==> src/sv/rtc_local_time_adjust_defines.svh <==
// Assertion macros used by the local time adjust top level.
`ifndef RTC_LOCAL_TIME_ADJUST_DEFINES_SVH
`define RTC_LOCAL_TIME_ADJUST_DEFINES_SVH
`ifndef NO_ASSERTIONS
`define RLA_ASSERT(lbl, prop, msg) \
    lbl: assert property (@(posedge clk) disable iff (!rst_n) prop) else $error(msg);
`define RLA_ASSERT_RST(lbl, prop, msg) \
    lbl: assert property (@(posedge clk) prop) else $error(msg);
`else
`define RLA_ASSERT(lbl, prop, msg)
`define RLA_ASSERT_RST(lbl, prop, msg)
`endif
`endif

==> src/sv/rla_pkg.sv <==
// Types, constants and month table for the local time adjust block.
package rla_pkg;

    typedef struct packed {
        logic [11:0] year;
        logic [3:0]  month;
        logic [4:0]  day;
        logic [4:0]  hour;
        logic [5:0]  minute;
        logic [5:0]  second;
        logic [2:0]  weekday;
    } reading_t;

    typedef struct packed {
        logic [31:0] offset;
        logic        dst;
    } cfg_t;

    typedef struct packed {
        logic [31:0] secs;
        logic        byp;
        reading_t    rd;
    } secs_t;

    localparam logic [2:0] REG_OFFSET = 3'd0;
    localparam logic [2:0] REG_DST    = 3'd4;

    // Day count of the year term when the March-based year wraps below zero.
    localparam logic [31:0] Y_WRAP_DAYS  = 32'd1041529204;
    localparam logic [31:0] DAYS_TO_1970 = 32'd719561;
    localparam logic [11:0] DST_FROM     = 12'h31C;
    localparam logic [11:0] DST_UNTIL    = 12'hA1C;

    // 30*m + 3*(m+1)/5 with January and February counted as months 13 and 14.
    function automatic logic [8:0] month_days(input logic [3:0] m);
        logic [8:0] r;
        case (m)
            4'd0:    r = 9'd367;
            4'd1:    r = 9'd398;
            4'd2:    r = 9'd429;
            4'd3:    r = 9'd92;
            4'd4:    r = 9'd123;
            4'd5:    r = 9'd153;
            4'd6:    r = 9'd184;
            4'd7:    r = 9'd214;
            4'd8:    r = 9'd245;
            4'd9:    r = 9'd276;
            4'd10:   r = 9'd306;
            4'd11:   r = 9'd337;
            4'd12:   r = 9'd367;
            4'd13:   r = 9'd398;
            4'd14:   r = 9'd429;
            default: r = 9'd459;
        endcase
        return r;
    endfunction

endpackage

==> src/sv/rla_in_if.sv <==
// Handshake channel carrying one UTC calendar reading.
interface rla_in_if;
    logic        valid;
    logic        ready;
    logic [11:0] in_year;
    logic [3:0]  in_month;
    logic [4:0]  in_day;
    logic [4:0]  in_hour;
    logic [5:0]  in_minute;
    logic [5:0]  in_second;
    logic [2:0]  in_weekday;

    modport source(output valid, in_year, in_month, in_day, in_hour, in_minute, in_second,
                   in_weekday, input ready);
    modport sink(input valid, in_year, in_month, in_day, in_hour, in_minute, in_second,
                 in_weekday, output ready);
endinterface

==> src/sv/rla_out_if.sv <==
// Handshake channel carrying one adjusted local calendar reading.
interface rla_out_if;
    logic        valid;
    logic        ready;
    logic [11:0] out_year;
    logic [3:0]  out_month;
    logic [4:0]  out_day;
    logic [4:0]  out_hour;
    logic [5:0]  out_minute;
    logic [5:0]  out_second;
    logic [2:0]  out_weekday;

    modport source(output valid, out_year, out_month, out_day, out_hour, out_minute,
                   out_second, out_weekday, input ready);
    modport sink(input valid, out_year, out_month, out_day, out_hour, out_minute,
                 out_second, out_weekday, output ready);
endinterface

==> src/sv/rtc_local_time_adjust.sv <==
// Top level of the RTC local time adjust pipeline.
//
//   channel    dir  handshake      contents
//   reading    in   valid/ready    UTC year, month, day, hour, minute, second, weekday
//   adjusted   out  valid/ready    local year, month, day, hour, minute, second, weekday
//   apb        in   psel/penable   UTC offset (0x0), DST enable (0x4)
//
// From its transfer to its result a reading passes three stages that form the
// seconds count and seven more that split it back into a date, the last one being the
// output register. One reading enters per cycle while no result is held. Reset clears only
// the stage valid bits and the APB registers. When a result is held the whole pipeline
// holds and reading.ready goes low in the same cycle.
`include "rtc_local_time_adjust_defines.svh"
module rtc_local_time_adjust (
    input  logic        clk,
    input  logic        rst_n,
    input  logic        psel,
    input  logic        penable,
    input  logic        pwrite,
    input  logic [2:0]  paddr,
    input  logic [31:0] pwdata,
    output logic [31:0] prdata,
    output logic        pready,
    rla_in_if.sink      reading,
    rla_out_if.source   adjusted
);
    rla_pkg::cfg_t     cfg;
    rla_pkg::reading_t in_rd, out_rd;
    rla_pkg::secs_t    secs;
    logic              secs_valid;
    logic              out_valid, out_byp;
    logic              en;

    assign en = !out_valid || adjusted.ready;

    rla_regs u_regs (
        .clk     (clk),
        .rst_n   (rst_n),
        .psel    (psel),
        .penable (penable),
        .pwrite  (pwrite),
        .paddr   (paddr),
        .pwdata  (pwdata),
        .prdata  (prdata),
        .pready  (pready),
        .cfg     (cfg)
    );

    assign in_rd.year    = reading.in_year;
    assign in_rd.month   = reading.in_month;
    assign in_rd.day     = reading.in_day;
    assign in_rd.hour    = reading.in_hour;
    assign in_rd.minute  = reading.in_minute;
    assign in_rd.second  = reading.in_second;
    assign in_rd.weekday = reading.in_weekday;
    assign reading.ready = en;

    rla_to_secs u_to_secs (
        .clk       (clk),
        .rst_n     (rst_n),
        .en        (en),
        .in_valid  (reading.valid),
        .in_rd     (in_rd),
        .cfg       (cfg),
        .out_valid (secs_valid),
        .out_data  (secs)
    );

    rla_to_civil u_to_civil (
        .clk       (clk),
        .rst_n     (rst_n),
        .en        (en),
        .in_valid  (secs_valid),
        .in_data   (secs),
        .out_valid (out_valid),
        .out_byp   (out_byp),
        .out_rd    (out_rd)
    );

    assign adjusted.valid       = out_valid;
    assign adjusted.out_year    = out_rd.year;
    assign adjusted.out_month   = out_rd.month;
    assign adjusted.out_day     = out_rd.day;
    assign adjusted.out_hour    = out_rd.hour;
    assign adjusted.out_minute  = out_rd.minute;
    assign adjusted.out_second  = out_rd.second;
    assign adjusted.out_weekday = out_rd.weekday;

    `RLA_ASSERT(a_stall_blocks_input, (out_valid && !adjusted.ready) |-> !reading.ready, "input accepted while result stalled")
    `RLA_ASSERT(a_weekday_range, (out_valid && !out_byp) |-> (out_rd.weekday != 3'd0), "converted weekday is zero")
    `RLA_ASSERT(a_month_range, (out_valid && !out_byp) |-> (out_rd.month != 4'd0 && out_rd.month <= 4'd12), "converted month out of range")
    `RLA_ASSERT(a_hour_range, (out_valid && !out_byp) |-> (out_rd.hour <= 5'd23), "converted hour out of range")
    `RLA_ASSERT_RST(a_reset_idle, !rst_n |-> !adjusted.valid, "result valid during reset")
endmodule

==> src/sv/rla_regs.sv <==
// APB register file holding the UTC offset and the DST enable.
module rla_regs (
    input  logic                clk,
    input  logic                rst_n,
    input  logic                psel,
    input  logic                penable,
    input  logic                pwrite,
    input  logic [2:0]          paddr,
    input  logic [31:0]         pwdata,
    output logic [31:0]         prdata,
    output logic                pready,
    output rla_pkg::cfg_t       cfg
);
    logic [31:0] offset_reg;
    logic        dst_reg;
    logic        wr;

    assign pready = 1'b1;
    assign wr     = psel && penable && pwrite && pready;

    always_ff @(posedge clk or negedge rst_n)
    begin
        if (!rst_n)
        begin
            offset_reg <= '0;
            dst_reg    <= 1'b0;
        end
        else if (wr)
        begin
            if (paddr[2] == rla_pkg::REG_DST[2])
                dst_reg <= pwdata[0];
            else
                offset_reg <= pwdata;
        end
    end

    assign prdata     = (paddr[2] == rla_pkg::REG_DST[2]) ? {31'd0, dst_reg} : offset_reg;
    assign cfg.offset = offset_reg;
    assign cfg.dst    = dst_reg;
endmodule

==> src/sv/rla_to_secs.sv <==
// Three stages turning a calendar reading into adjusted seconds since 1970.
module rla_to_secs (
    input  logic              clk,
    input  logic              rst_n,
    input  logic              en,
    input  logic              in_valid,
    input  rla_pkg::reading_t in_rd,
    input  rla_pkg::cfg_t     cfg,
    output logic              out_valid,
    output rla_pkg::secs_t    out_data
);
    logic              v1_reg, v2_reg, v3_reg;
    logic [31:0]       ydays1_reg;
    logic [9:0]        mdd1_reg;
    logic [16:0]       hms1_reg, hms2_reg;
    logic              dst1_reg, dst2_reg;
    logic              byp1_reg, byp2_reg, byp3_reg;
    rla_pkg::reading_t rd1_reg, rd2_reg, rd3_reg;
    logic [31:0]       days2_reg, secs3_reg;

    logic [11:0] ya;
    logic        wrap;
    logic [24:0] yp;
    logic [5:0]  q100;
    logic [20:0] yd_small;
    logic [31:0] ydays_next;
    logic [9:0]  mdd_next;
    logic [16:0] hms_next;
    logic [11:0] md;
    logic        dst_next;
    logic [31:0] days_next, secs_next;

    always_comb
    begin
        wrap = (in_rd.month < 4'd3) && (in_rd.year == 12'd0);
        ya   = (in_rd.month < 4'd3) ? in_rd.year - 12'd1 : in_rd.year;
        // Exact y/100 for 12-bit years by reciprocal multiply.
        yp   = 25'(ya) * 25'd5243;
        q100 = yp[24:19];
        yd_small = 21'd365 * 21'(ya) + 21'(ya[11:2]) - 21'(q100) + 21'(q100[5:2]);
        ydays_next = wrap ? rla_pkg::Y_WRAP_DAYS : 32'(yd_small);
        mdd_next = 10'(rla_pkg::month_days(in_rd.month)) + 10'(in_rd.day);
        hms_next = 17'd3600 * 17'(in_rd.hour) + 17'd60 * 17'(in_rd.minute)
                   + 17'(in_rd.second);
        md       = {in_rd.month, 3'b000, in_rd.day};
        dst_next = cfg.dst && (md >= rla_pkg::DST_FROM) && (md < rla_pkg::DST_UNTIL);
        days_next = ydays1_reg + 32'(mdd1_reg) - rla_pkg::DAYS_TO_1970;
        secs_next = 32'(days2_reg * 32'd86400) + 32'(hms2_reg) + cfg.offset
                    + (dst2_reg ? 32'd3600 : 32'd0);
    end

    always_ff @(posedge clk or negedge rst_n)
    begin
        if (!rst_n)
        begin
            v1_reg <= 1'b0;
            v2_reg <= 1'b0;
            v3_reg <= 1'b0;
        end
        else if (en)
        begin
            v1_reg <= in_valid;
            v2_reg <= v1_reg;
            v3_reg <= v2_reg;
        end
    end

    always_ff @(posedge clk)
    begin
        if (en)
        begin
            ydays1_reg <= ydays_next;
            mdd1_reg   <= mdd_next;
            hms1_reg   <= hms_next;
            dst1_reg   <= dst_next;
            byp1_reg   <= (cfg.offset == 32'd0);
            rd1_reg    <= in_rd;
            days2_reg  <= days_next;
            hms2_reg   <= hms1_reg;
            dst2_reg   <= dst1_reg;
            byp2_reg   <= byp1_reg;
            rd2_reg    <= rd1_reg;
            secs3_reg  <= secs_next;
            byp3_reg   <= byp2_reg;
            rd3_reg    <= rd2_reg;
        end
    end

    assign out_valid     = v3_reg;
    assign out_data.secs = secs3_reg;
    assign out_data.byp  = byp3_reg;
    assign out_data.rd   = rd3_reg;
endmodule

==> src/sv/rla_to_civil.sv <==
// Seven stages turning seconds since 1970 back into a civil date and weekday.
module rla_to_civil (
    input  logic              clk,
    input  logic              rst_n,
    input  logic              en,
    input  logic              in_valid,
    input  rla_pkg::secs_t    in_data,
    output logic              out_valid,
    output logic              out_byp,
    output rla_pkg::reading_t out_rd
);
    logic [6:0]        v_reg;
    logic [6:0]        byp_reg;
    rla_pkg::reading_t rd4_reg, rd5_reg, rd6_reg, rd7_reg, rd8_reg, rd9_reg, out_reg;

    logic [26:0] q1_reg;
    logic [5:0]  ss4_reg, ss5_reg, ss6_reg, ss7_reg, ss8_reg, ss9_reg;
    logic [20:0] q2_reg;
    logic [5:0]  mm5_reg, mm6_reg, mm7_reg, mm8_reg, mm9_reg;
    logic [15:0] days_reg;
    logic [4:0]  hh6_reg, hh7_reg, hh8_reg, hh9_reg;
    logic [21:0] jd7_reg, jd8_reg;
    logic [2:0]  wd7_reg, wd8_reg, wd9_reg;
    logic [13:0] y8_reg, y9_reg;
    logic [9:0]  ed_reg;
    logic [4:0]  mq_reg;

    logic [60:0] p4;
    logic [31:0] r4;
    logic [50:0] p5;
    logic [26:0] r5;
    logic [36:0] p6;
    logic [20:0] r6;
    logic [18:0] x7;
    logic [4:0]  a7;
    logic [15:0] w7, r7;
    logic [32:0] p7;
    logic [2:0]  wd_next;
    logic [25:0] z8;
    logic [52:0] p8;
    logic [21:0] ed22;
    logic [39:0] p9;
    logic [28:0] p10;
    logic [9:0]  d10;
    rla_pkg::reading_t civ;

    always_comb
    begin
        // t / 60 as (t >> 2) / 15, exact for 30-bit operands.
        p4 = 61'(in_data.secs[31:2]) * 61'd1145324613;
        r4 = in_data.secs - 32'(p4[60:34]) * 32'd60;
        p5 = 51'(q1_reg[26:2]) * 51'd35791395;
        r5 = q1_reg - 27'(p5[49:29]) * 27'd60;
        // Hours to days as (h >> 3) / 3.
        p6 = 37'(q2_reg[20:3]) * 37'd349526;
        r6 = q2_reg - 21'(p6[35:20]) * 21'd24;

        // The century correction term a is 15, 16 or 17 over the covered span.
        x7 = {1'b0, days_reg, 2'b00} + 19'd102032;
        a7 = 5'd15 + 5'(x7 >= 19'd146097) + 5'(x7 >= 19'd292194);
        w7 = days_reg + 16'd4;
        p7 = 33'(w7) * 33'd74899;
        r7 = w7 - 16'(p7[32:19]) * 16'd7;
        wd_next = (r7[2:0] == 3'd0) ? 3'd7 : r7[2:0];

        z8 = 26'(jd7_reg) * 26'd20 - 26'd2442;
        p8 = 53'(z8) * 53'd75257470;

        ed22 = jd8_reg - 22'(y8_reg) * 22'd365 - 22'(y8_reg[13:2]);
        // ed * 1000 / 30601 folded into one constant.
        p9 = 40'(ed22[9:0]) * 40'd561416000;

        p10 = 29'(mq_reg) * 29'd10083578;
        d10 = ed_reg - 10'(mq_reg) * 10'd30 - 10'(p10[28:24]);

        civ.hour    = hh9_reg;
        civ.minute  = mm9_reg;
        civ.second  = ss9_reg;
        civ.weekday = wd9_reg;
        civ.day     = d10[4:0];
        if (mq_reg < 5'd14)
        begin
            civ.year  = 12'(y9_reg - 14'd4716);
            civ.month = 4'(mq_reg - 5'd1);
        end
        else
        begin
            civ.year  = 12'(y9_reg - 14'd4715);
            civ.month = 4'(mq_reg - 5'd13);
        end
    end

    always_ff @(posedge clk or negedge rst_n)
    begin
        if (!rst_n)
            v_reg <= '0;
        else if (en)
            v_reg <= {v_reg[5:0], in_valid};
    end

    always_ff @(posedge clk)
    begin
        if (en)
        begin
            byp_reg <= {byp_reg[5:0], in_data.byp};
            rd4_reg <= in_data.rd;
            rd5_reg <= rd4_reg;
            rd6_reg <= rd5_reg;
            rd7_reg <= rd6_reg;
            rd8_reg <= rd7_reg;
            rd9_reg <= rd8_reg;

            q1_reg  <= p4[60:34];
            ss4_reg <= r4[5:0];

            q2_reg  <= p5[49:29];
            mm5_reg <= r5[5:0];
            ss5_reg <= ss4_reg;

            days_reg <= p6[35:20];
            hh6_reg  <= r6[4:0];
            mm6_reg  <= mm5_reg;
            ss6_reg  <= ss5_reg;

            jd7_reg <= 22'(days_reg) + 22'd2442113 + 22'(a7) - 22'(a7[4:2]);
            wd7_reg <= wd_next;
            hh7_reg <= hh6_reg;
            mm7_reg <= mm6_reg;
            ss7_reg <= ss6_reg;

            y8_reg  <= p8[52:39];
            jd8_reg <= jd7_reg;
            wd8_reg <= wd7_reg;
            hh8_reg <= hh7_reg;
            mm8_reg <= mm7_reg;
            ss8_reg <= ss7_reg;

            ed_reg  <= ed22[9:0];
            mq_reg  <= p9[38:34];
            y9_reg  <= y8_reg;
            wd9_reg <= wd8_reg;
            hh9_reg <= hh8_reg;
            mm9_reg <= mm8_reg;
            ss9_reg <= ss8_reg;

            out_reg <= byp_reg[5] ? rd9_reg : civ;
        end
    end

    assign out_valid = v_reg[6];
    assign out_byp   = byp_reg[6];
    assign out_rd    = out_reg;
endmodule

==> src/flat_wrapper.sv <==
// flat-port wrapper written by rule: the top's interface ports become plain ports
module rtc_local_time_adjust_flat 
  (clk, rst_n, psel, penable, pwrite, paddr, pwdata, prdata, pready, reading_valid, reading_in_year, reading_in_month, reading_in_day, reading_in_hour, reading_in_minute, reading_in_second, reading_in_weekday, reading_ready, adjusted_valid, adjusted_out_year, adjusted_out_month, adjusted_out_day, adjusted_out_hour, adjusted_out_minute, adjusted_out_second, adjusted_out_weekday, adjusted_ready);
  rla_in_if reading_i ();
  rla_out_if adjusted_i ();
  input  logic clk;
  input  logic rst_n;
  input  logic psel;
  input  logic penable;
  input  logic pwrite;
  input  logic [2:0] paddr;
  input  logic [31:0] pwdata;
  output logic [31:0] prdata;
  output logic pready;
  input wire logic [$bits(reading_i.valid)-1:0] reading_valid;
  input wire logic [$bits(reading_i.in_year)-1:0] reading_in_year;
  input wire logic [$bits(reading_i.in_month)-1:0] reading_in_month;
  input wire logic [$bits(reading_i.in_day)-1:0] reading_in_day;
  input wire logic [$bits(reading_i.in_hour)-1:0] reading_in_hour;
  input wire logic [$bits(reading_i.in_minute)-1:0] reading_in_minute;
  input wire logic [$bits(reading_i.in_second)-1:0] reading_in_second;
  input wire logic [$bits(reading_i.in_weekday)-1:0] reading_in_weekday;
  output wire logic [$bits(reading_i.ready)-1:0] reading_ready;
  output wire logic [$bits(adjusted_i.valid)-1:0] adjusted_valid;
  output wire logic [$bits(adjusted_i.out_year)-1:0] adjusted_out_year;
  output wire logic [$bits(adjusted_i.out_month)-1:0] adjusted_out_month;
  output wire logic [$bits(adjusted_i.out_day)-1:0] adjusted_out_day;
  output wire logic [$bits(adjusted_i.out_hour)-1:0] adjusted_out_hour;
  output wire logic [$bits(adjusted_i.out_minute)-1:0] adjusted_out_minute;
  output wire logic [$bits(adjusted_i.out_second)-1:0] adjusted_out_second;
  output wire logic [$bits(adjusted_i.out_weekday)-1:0] adjusted_out_weekday;
  input wire logic [$bits(adjusted_i.ready)-1:0] adjusted_ready;
  assign reading_i.valid = reading_valid;
  assign reading_i.in_year = reading_in_year;
  assign reading_i.in_month = reading_in_month;
  assign reading_i.in_day = reading_in_day;
  assign reading_i.in_hour = reading_in_hour;
  assign reading_i.in_minute = reading_in_minute;
  assign reading_i.in_second = reading_in_second;
  assign reading_i.in_weekday = reading_in_weekday;
  assign reading_ready = reading_i.ready;
  assign adjusted_valid = adjusted_i.valid;
  assign adjusted_out_year = adjusted_i.out_year;
  assign adjusted_out_month = adjusted_i.out_month;
  assign adjusted_out_day = adjusted_i.out_day;
  assign adjusted_out_hour = adjusted_i.out_hour;
  assign adjusted_out_minute = adjusted_i.out_minute;
  assign adjusted_out_second = adjusted_i.out_second;
  assign adjusted_out_weekday = adjusted_i.out_weekday;
  assign adjusted_i.ready = adjusted_ready;
  rtc_local_time_adjust u_core (.clk(clk), .rst_n(rst_n), .psel(psel), .penable(penable), .pwrite(pwrite), .paddr(paddr), .pwdata(pwdata), .prdata(prdata), .pready(pready), .reading(reading_i), .adjusted(adjusted_i));
endmodule
==> config.mk <==
export PLATFORM = sky130hd
export DESIGN_NAME = rtc_local_time_adjust_flat
export DESIGN_NICKNAME = d
export VERILOG_FILES = /design/src/sv/rla_pkg.sv /design/src/sv/rla_in_if.sv /design/src/sv/rla_out_if.sv /design/src/sv/rtc_local_time_adjust.sv /design/src/sv/rla_regs.sv /design/src/sv/rla_to_secs.sv /design/src/sv/rla_to_civil.sv /design/src/flat_wrapper.sv
export VERILOG_INCLUDE_DIRS = /design/src /design/src/sv
export SDC_FILE = /design/constraint.sdc
export NUM_CORES = 2
export LEC_CHECK = 0
export BUFFER_PORTS_ARGS = -buffer_cell sky130_fd_sc_hd__buf_2
export CORE_ASPECT_RATIO = 0.9
export CORE_UTILIZATION = 45
export DETAILED_ROUTE_END_ITERATION = 10
export PLACE_DENSITY_LB_ADDON = 0.12
export SLEW_MARGIN = 20
export SYNTH_ARGS = -nofsm -noshare
export SYNTH_HDL_FRONTEND = slang
export SYNTH_SLANG_ARGS = --single-unit
==> constraint.sdc <==
create_clock -name clk -period 23 [get_ports clk]
set_input_delay 1.15 -clock clk [delete_from_list [all_inputs] [get_ports clk]]
set_output_delay 1.15 -clock clk [all_outputs]
set_load 0.01 [all_outputs]
Word-level counts from Yosys, hierarchy flattened
Memory sizes are Yosys's and may differ from the RTL's.
Cells that the tools add are included.
- bits in registers: 831
- memory bits (read-only): 144
- input bits: 83
- output and inout port bits: 76
- logic and storage cells: 193
- memories: 1
- memory list (name ; words ; width ; read ports ; clocked after Yosys merged registers in ; write ports ; line ; RTL):
    (no name shown) ; 16 ; 9 ; 1 ; 0 ; 0 ; rla_pkg.sv:37 ; case (m)
- $add $sub $neg: 32
- multipliers: 19
- $lt $le $gt $ge: 6
- mux-type cells: 6
- bitwise logic cells: 1
- reduce and logical (&&, ||, !) cells: 12
- operators with widths (kind ; count):
    multiplier 30 x 31 -> 61 bit, second input constant ; 1
    multiplier 26 x 26 -> 52 bit, second input constant ; 1
    multiplier 25 x 26 -> 50 bit, second input constant ; 1
    two-way mux 41 bit ; 1
    multiplier 18 x 18 -> 35 bit, second input constant ; 1
    multiplier 10 x 24 -> 33 bit, second input constant ; 1
    multiplier 16 x 17 -> 33 bit, second input constant ; 1
    adder 32 x 10 -> 32 bit ; 1
    adder 32 x 12 -> 32 bit ; 1
    adder 32 x 17 -> 32 bit ; 1
    adder 32 bit ; 1
    logical NOT 32 bit ; 1
    multiplier 32 x 10 -> 25 bit, second input constant ; 1
    two-way mux 32 bit ; 1
    subtractor 32 x 20 -> 32 bit, second input constant ; 1
    two-way mux 30 bit ; 1
    multiplier 5 x 23 -> 28 bit, second input constant ; 1
    multiplier 27 x 4 -> 4 bit, second input constant ; 1
    subtractor 26 x 12 -> 26 bit, second input constant ; 1
    multiplier 12 x 13 -> 25 bit, second input constant ; 1
    multiplier 22 x 3 -> 24 bit, second input constant ; 1
    two-way mux 12 bit ; 2
    subtractor 12 x 10 -> 12 bit, second input constant ; 2
    adder 16 x 22 -> 22 bit, second input constant ; 1
    41 further kinds ; 50

Longest topological paths before layout
- depth in word-level cells: 7
- depth in mapped cells: 48

Modules after synthesis
Synthesis repeated with hierarchy kept, for this count alone.
- cells, all modules: 7126
- area total of the unflattened synthesis: 82595.5 µm²
- by module, submodules not included (module ; times used ; cells each ; area each (µm²) ; sequential area each (µm²)):
    rla_to_civil ; 1 ; 5080 ; 59079.2 ; 15640.0
    rla_to_secs ; 1 ; 1936 ; 21901.0 ; 7462.2
    rla_regs ; 1 ; 109 ; 1609.0 ; 825.8
    rtc_local_time_adjust ; 1 ; 1 ; 6.3 ; 0.0

Worst setup path before layout
Ideal clock, no wire load.
- kind: input -> register
- start: in adjusted_ready
- end: reg u_core.u_to_civil.v_reg[0]
- arrival: 24.803 ns
- data required time: 22.824 ns
- slack: -1.979 ns
- stages: 3
- path through: nand2b_1 clkbuf_1 mux2_2
- cells in the longest elaborated chain, start to end: 1
- RTL lines (element ; line ; RTL):
    from (decl) ; flat_wrapper.sv:32 ; input wire logic [$bits(adjusted_i.ready)-1:0] adjusted_ready;
    logical OR 1 bit ; rtc_local_time_adjust.sv:34 ; assign en = !out_valid || adjusted.ready;
    named net reading_ready ; flat_wrapper.sv:23 ; output wire logic [$bits(reading_i.ready)-1:0] reading_ready;
    to (signal assigned) ; rla_to_civil.sv:98 ; v_reg <= {v_reg[5:0], in_valid};
    to (decl) ; rla_to_civil.sv:12 ; logic [6:0] v_reg;
The timed path passes the listed nets, and every way through them passes these cells.
A chain may end at the register's enable or synchronous reset.

Final worst setup path
- start: in reading_in_month[0]
- end: reg u_core.u_to_secs.ydays1_reg[19] (data pin)
- cells in the longest elaborated chain, start to end: 6
- RTL lines (element ; line ; RTL):
    from (decl) ; flat_wrapper.sv:17 ; input wire logic [$bits(reading_i.in_month)-1:0] reading_in_month;
    less-than comparator 4 x 2 -> 1 bit (*) ; rla_to_secs.sv:35, rla_to_secs.sv:36 ;
    two-way mux 12 bit ; rla_to_secs.sv:36 ; ya = (in_rd.month < 4'd3) ? in_rd.year - 12'd1 : in_rd.year;
    multiplier 9 x 12 -> 21 bit ; rla_to_secs.sv:40 ; yd_small = 21'd365 * 21'(ya) + 21'(ya[11:2]) - 21'(q100) + 21'(q100[5:2]);
    adder 21 x 10 -> 21 bit ; rla_to_secs.sv:40 ;
    subtractor 21 x 6 -> 21 bit ; rla_to_secs.sv:40 ;
    adder 21 x 4 -> 21 bit ; rla_to_secs.sv:40 ;
    to (signal assigned) ; rla_to_secs.sv:72 ; ydays1_reg <= ydays_next;
    to (decl) ; rla_to_secs.sv:13 ; logic [31:0] ydays1_reg;
Every way passes the cells marked *; elsewhere a longest branch is shown, timed or not.

==> results.py <==
metrics = {
    "floorplanning": {
        "fp-row-count": 148,
        "ioPinCount": 159,
        "design.core.area_um2": 180700,
        "initial_utilization_pct": 45.28,
        "dieHeight_um": 406.6,
        "die_area_um2": 183600,
        "fp.dieW_um": 451.5,
    },
    "worst_setup_path": {
        "worst_r2r_src": "u_core.u_to_civil.jd7_reg[0]",
        "timing.critical_path.max_delay_family": "adder cells",
        "r2r_cells": 34,
        "worst_setup_path_end_kind": "flop",
        "reg2reg_to": "u_core.u_to_civil.y8_reg[11]",
        "signal_arrival_time_at_the_worst_endpoint_ns": 13.68,
        "setup.reg_to_reg.worst_slack_ns": 11.40,
        "timing.setup.critical_path_class": "in2reg",
        "peak_per_stage_delay_on_the_critical_path_ns": 0.72,
        "path_buf_inv": 8,
        "cp_data_required_time_ns": 23.40,
        "crit_path_start_kind": "input pin",
        "timing.critical_path.fanout_max": 7,
        "critical_path.slowest_cell": "sky130_fd_sc_hd__xor2_1",
        "worst_setup_path_startpoint": "reading_in_month[0]",
    },
    "timing": {
        "setup_repair_after_global_routing_missed_its_margin": "no",
        "achievable_freq_ghz": 0.07529,
        "slew_viol_final": 0,
        "setup-violations-final": 0,
        "max_slew.worst_pin.slew_ns": 1.076,
        "fin_worst_skew_ns": 0.06818,
        "timing.max_slew.rel_slack_pct": 28.00,
        "fin_tns_setup_ns": 0,
        "fin_crit_ns": 13.28,
        "final.period_utilization_pct": 57.75,
        "hold_viol": 0,
    },
    "cts": {
        "cell_at_the_root_of_the_clock_tree": "sky130_fd_sc_hd__clkbuf_16",
        "clk-insertion-delay-late_ns": 0.72,
        "clock_sinks": 803,
        "htree_num_levels": 3,
        "number_of_setup_buffers_added_after_cts": 0,
        "clockBufferDepth": 3,
        "post_cts_resized": 0,
        "cts.reportedPaths.clkPinSlew_ns": 0.05,
        "cts_inserted_buffers": 91,
        "cts_hold_buffers": 0,
        "cts_tree": "built",
    },
    "hold_path": {
        "whs_path_depth": 0,
        "worst_min_path_start": "u_core.u_to_secs.hms1_reg[0]",
        "min_delay_worst_endpoint": "u_core.u_to_secs.hms2_reg[0]",
        "worstHoldPathType": "reg2reg",
    },
    "detailed_routing": {
        "drt.antenna.violating_nets": 0,
        "detailedRoute.firstPassIterationCount": 5,
        "drt_iter0_drcs": 1982,
        "dr_total_vias": 48020,
        "wl_per_cell_um": 17.07,
        "detail_route.vias_per_cell": 4.907,
        "route.detailed.drc": 0,
        "wire_length_after_detailed_routing_um": 167100,
    },
    "synth": {
        "synth.top_cells.by_area": "sky130_fd_sc_hd__edfxtp_1 (28%), sky130_fd_sc_hd__ha_1 (25%), sky130_fd_sc_hd__fa_1 (23%), sky130_fd_sc_hd__inv_1 (8.3%), sky130_fd_sc_hd__xnor2_1 (2.6%)",
        "synth-seq-area-share_pct": 29.20,
        "most_common_library_cells_after_synthesis": "sky130_fd_sc_hd__inv_1 (1813), sky130_fd_sc_hd__ha_1 (1607), sky130_fd_sc_hd__fa_1 (939)",
        "synth_edf_count": 760,
        "synth_top_cell_area_share_pct": 27.89,
        "yosys_register_bits": 803,
        "ys.warnings.count": 0,
        "post-synth-top-count-cell": "sky130_fd_sc_hd__inv_1",
        "synthesis.area_um2": 81840,
        "synth.distinct_cells": 78,
        "yosysTopAreaCell": "sky130_fd_sc_hd__edfxtp_1",
        "postSynth.topFlopCell": "sky130_fd_sc_hd__edfxtp_1",
        "fraction_of_registers_with_async_set_or_reset_after_synthesis_pct": 5.355,
        "postSynthAreaPerCell_um2": 11.63,
        "syn_inst": 7036,
    },
    "global_route": {
        "groute.usage.overall_pct": 18.84,
        "global_route_wire_length_before_repair_um": 272200,
        "gr-total-overflow": 0,
        "grt_pass1_vias": 50390,
        "grt_max_degree": 187,
        "initial_antenna_violation_count": 14,
    },
    "finish": {
        "fill_cell_instance_count_of_the_final_layout": 16590,
        "multi_input_combinational_cell_area_um2": 51060,
        "final-instance-count-excl-fill": 9787,
        "final_nets": 9937,
        "layout-area-overhead-vs-synth_pct": 8.708,
        "layout-drive-gt1-share_pct": 6.053,
        "final-seq-area_um2": 23900,
    },
    "place": {
        "io_buffers": 155,
        "dp_hpwl_um": 141500,
        "gp_routability_congestion": 0.8985,
        "numPlacedInstances": 9615,
    },
    "run_status": {
        "status": "finished, final reports clean",
    },
    "flow_run": {
        "cap_viol_max_count": 0,
    },
}
[cell families after synthesis]
logic type | share of synthesized area, %
muxes | 1.012
buffers and inverters | 8.473
xor gates and xnor gates | 3.917
DFF | 29.20
adders and majority gates | 47.54
other | 0.009176
and+or+nand+nor | 4.200
AOI/OAI and AO/OA | 5.652
[area by class of cell]
cell class / instances / share of cell area [%]
Antenna cell: 2 / 0.005625
Sequential cell: 803 / 26.86
Multi-Input combinational cell: 4397 / 57.39
Clock inverter: 58 / 0.7749
Inverter: 1814 / 7.653
Clock buffer: 112 / 2.648
Tap cell: 2400 / 3.375
Timing Repair Buffer: 201 / 1.288
[metal layers]
layer	routed length, um	GRT usage [%]	vias up
met4	2788	3.764	0
met1	81090	27.12	23680
li1	-	-	23630
met2	77250	30.35	541
met3	5960	2.618	168
met5	0	0	-
[how the worst max path moves through the flow]
stage | end | cells after the start
detailed placement | u_core.u_to_secs.ydays1_reg[19] | 45
floorplan | u_core.u_to_secs.ydays1_reg[20] | 46
global route | u_core.u_to_secs.ydays1_reg[19] | 46
global placement | u_core.u_to_secs.ydays1_reg[19] | 45
CTS | u_core.u_to_secs.ydays1_reg[19] | 45
finish | u_core.u_to_secs.ydays1_reg[19] | 45
[placed cells by master, fill, tap and decap left out, types with 16 or more instances in the layout]
| master | count |
|---|---|
| sky130_fd_sc_hd__xor2_1 | 122 |
| sky130_fd_sc_hd__clkbuf_1 | 21 |
| sky130_fd_sc_hd__buf_2 | 155 |
| sky130_fd_sc_hd__buf_4 | 44 |
| sky130_fd_sc_hd__nor2b_1 | 72 |
| sky130_fd_sc_hd__fa_1 | 939 |
| sky130_fd_sc_hd__clkbuf_16 | 91 |
| sky130_fd_sc_hd__nand4_1 | 25 |
| sky130_fd_sc_hd__nor2_1 | 165 |
| sky130_fd_sc_hd__dfrtp_1 | 43 |
| sky130_fd_sc_hd__o211ai_1 | 17 |
| sky130_fd_sc_hd__o21ai_0 | 135 |
| sky130_fd_sc_hd__clkinv_2 | 17 |
| sky130_fd_sc_hd__xnor2_1 | 243 |
| sky130_fd_sc_hd__nand2_1 | 155 |
| sky130_fd_sc_hd__or3_1 | 16 |
| sky130_fd_sc_hd__o21bai_1 | 31 |
| sky130_fd_sc_hd__nand3_1 | 46 |
| sky130_fd_sc_hd__and2_1 | 19 |
| sky130_fd_sc_hd__o21a_1 | 36 |
| sky130_fd_sc_hd__nor4_1 | 17 |
| sky130_fd_sc_hd__nor3_1 | 57 |
| sky130_fd_sc_hd__edfxtp_1 | 760 |
| sky130_fd_sc_hd__ha_1 | 1607 |
| sky130_fd_sc_hd__inv_1 | 1813 |
| sky130_fd_sc_hd__mux2_2 | 68 |
| sky130_fd_sc_hd__a21oi_1 | 214 |
| sky130_fd_sc_hd__nand2b_1 | 44 |
| sky130_fd_sc_hd__a21o_1 | 102 |
| sky130_fd_sc_hd__a211oi_1 | 34 |
| sky130_fd_sc_hd__or2_2 | 22 |
| sky130_fd_sc_hd__and3_1 | 19 |
[metrics by stage]
| stage | hold WS (ns) | cell area [um2] | setup slack [ns] | util (%) |
|---|---|---|---|---|
| floorplan | 0.4003 | 81880 | 10.56 | - |
| global placement | 0.4005 | 85920 | 9.163 | 47.54 |
| detailed placement | 0.4045 | 85920 | 9.131 | 47.54 |
| CTS | 0.3546 | 88960 | 9.873 | 49.22 |
| global route | 0.3733 | 88970 | 8.919 | 49.23 |
| finish | 0.3588 | 88970 | 9.719 | 49.23 |
[worst register-to-register path: cells and delay by family (launching register included)]
family / cells / cell delay, ns
compound gates: 13 / 3.69
fa+ha+maj: 10 / 4.32
buf+inv: 3 / 0.22
xor+xnor: 2 / 0.92
flops: 1 / 0.69
simple gates: 6 / 1.54
Power is not shown: default switching activity piles up to over one toggle a cycle in this logic, so the estimate is an artifact.
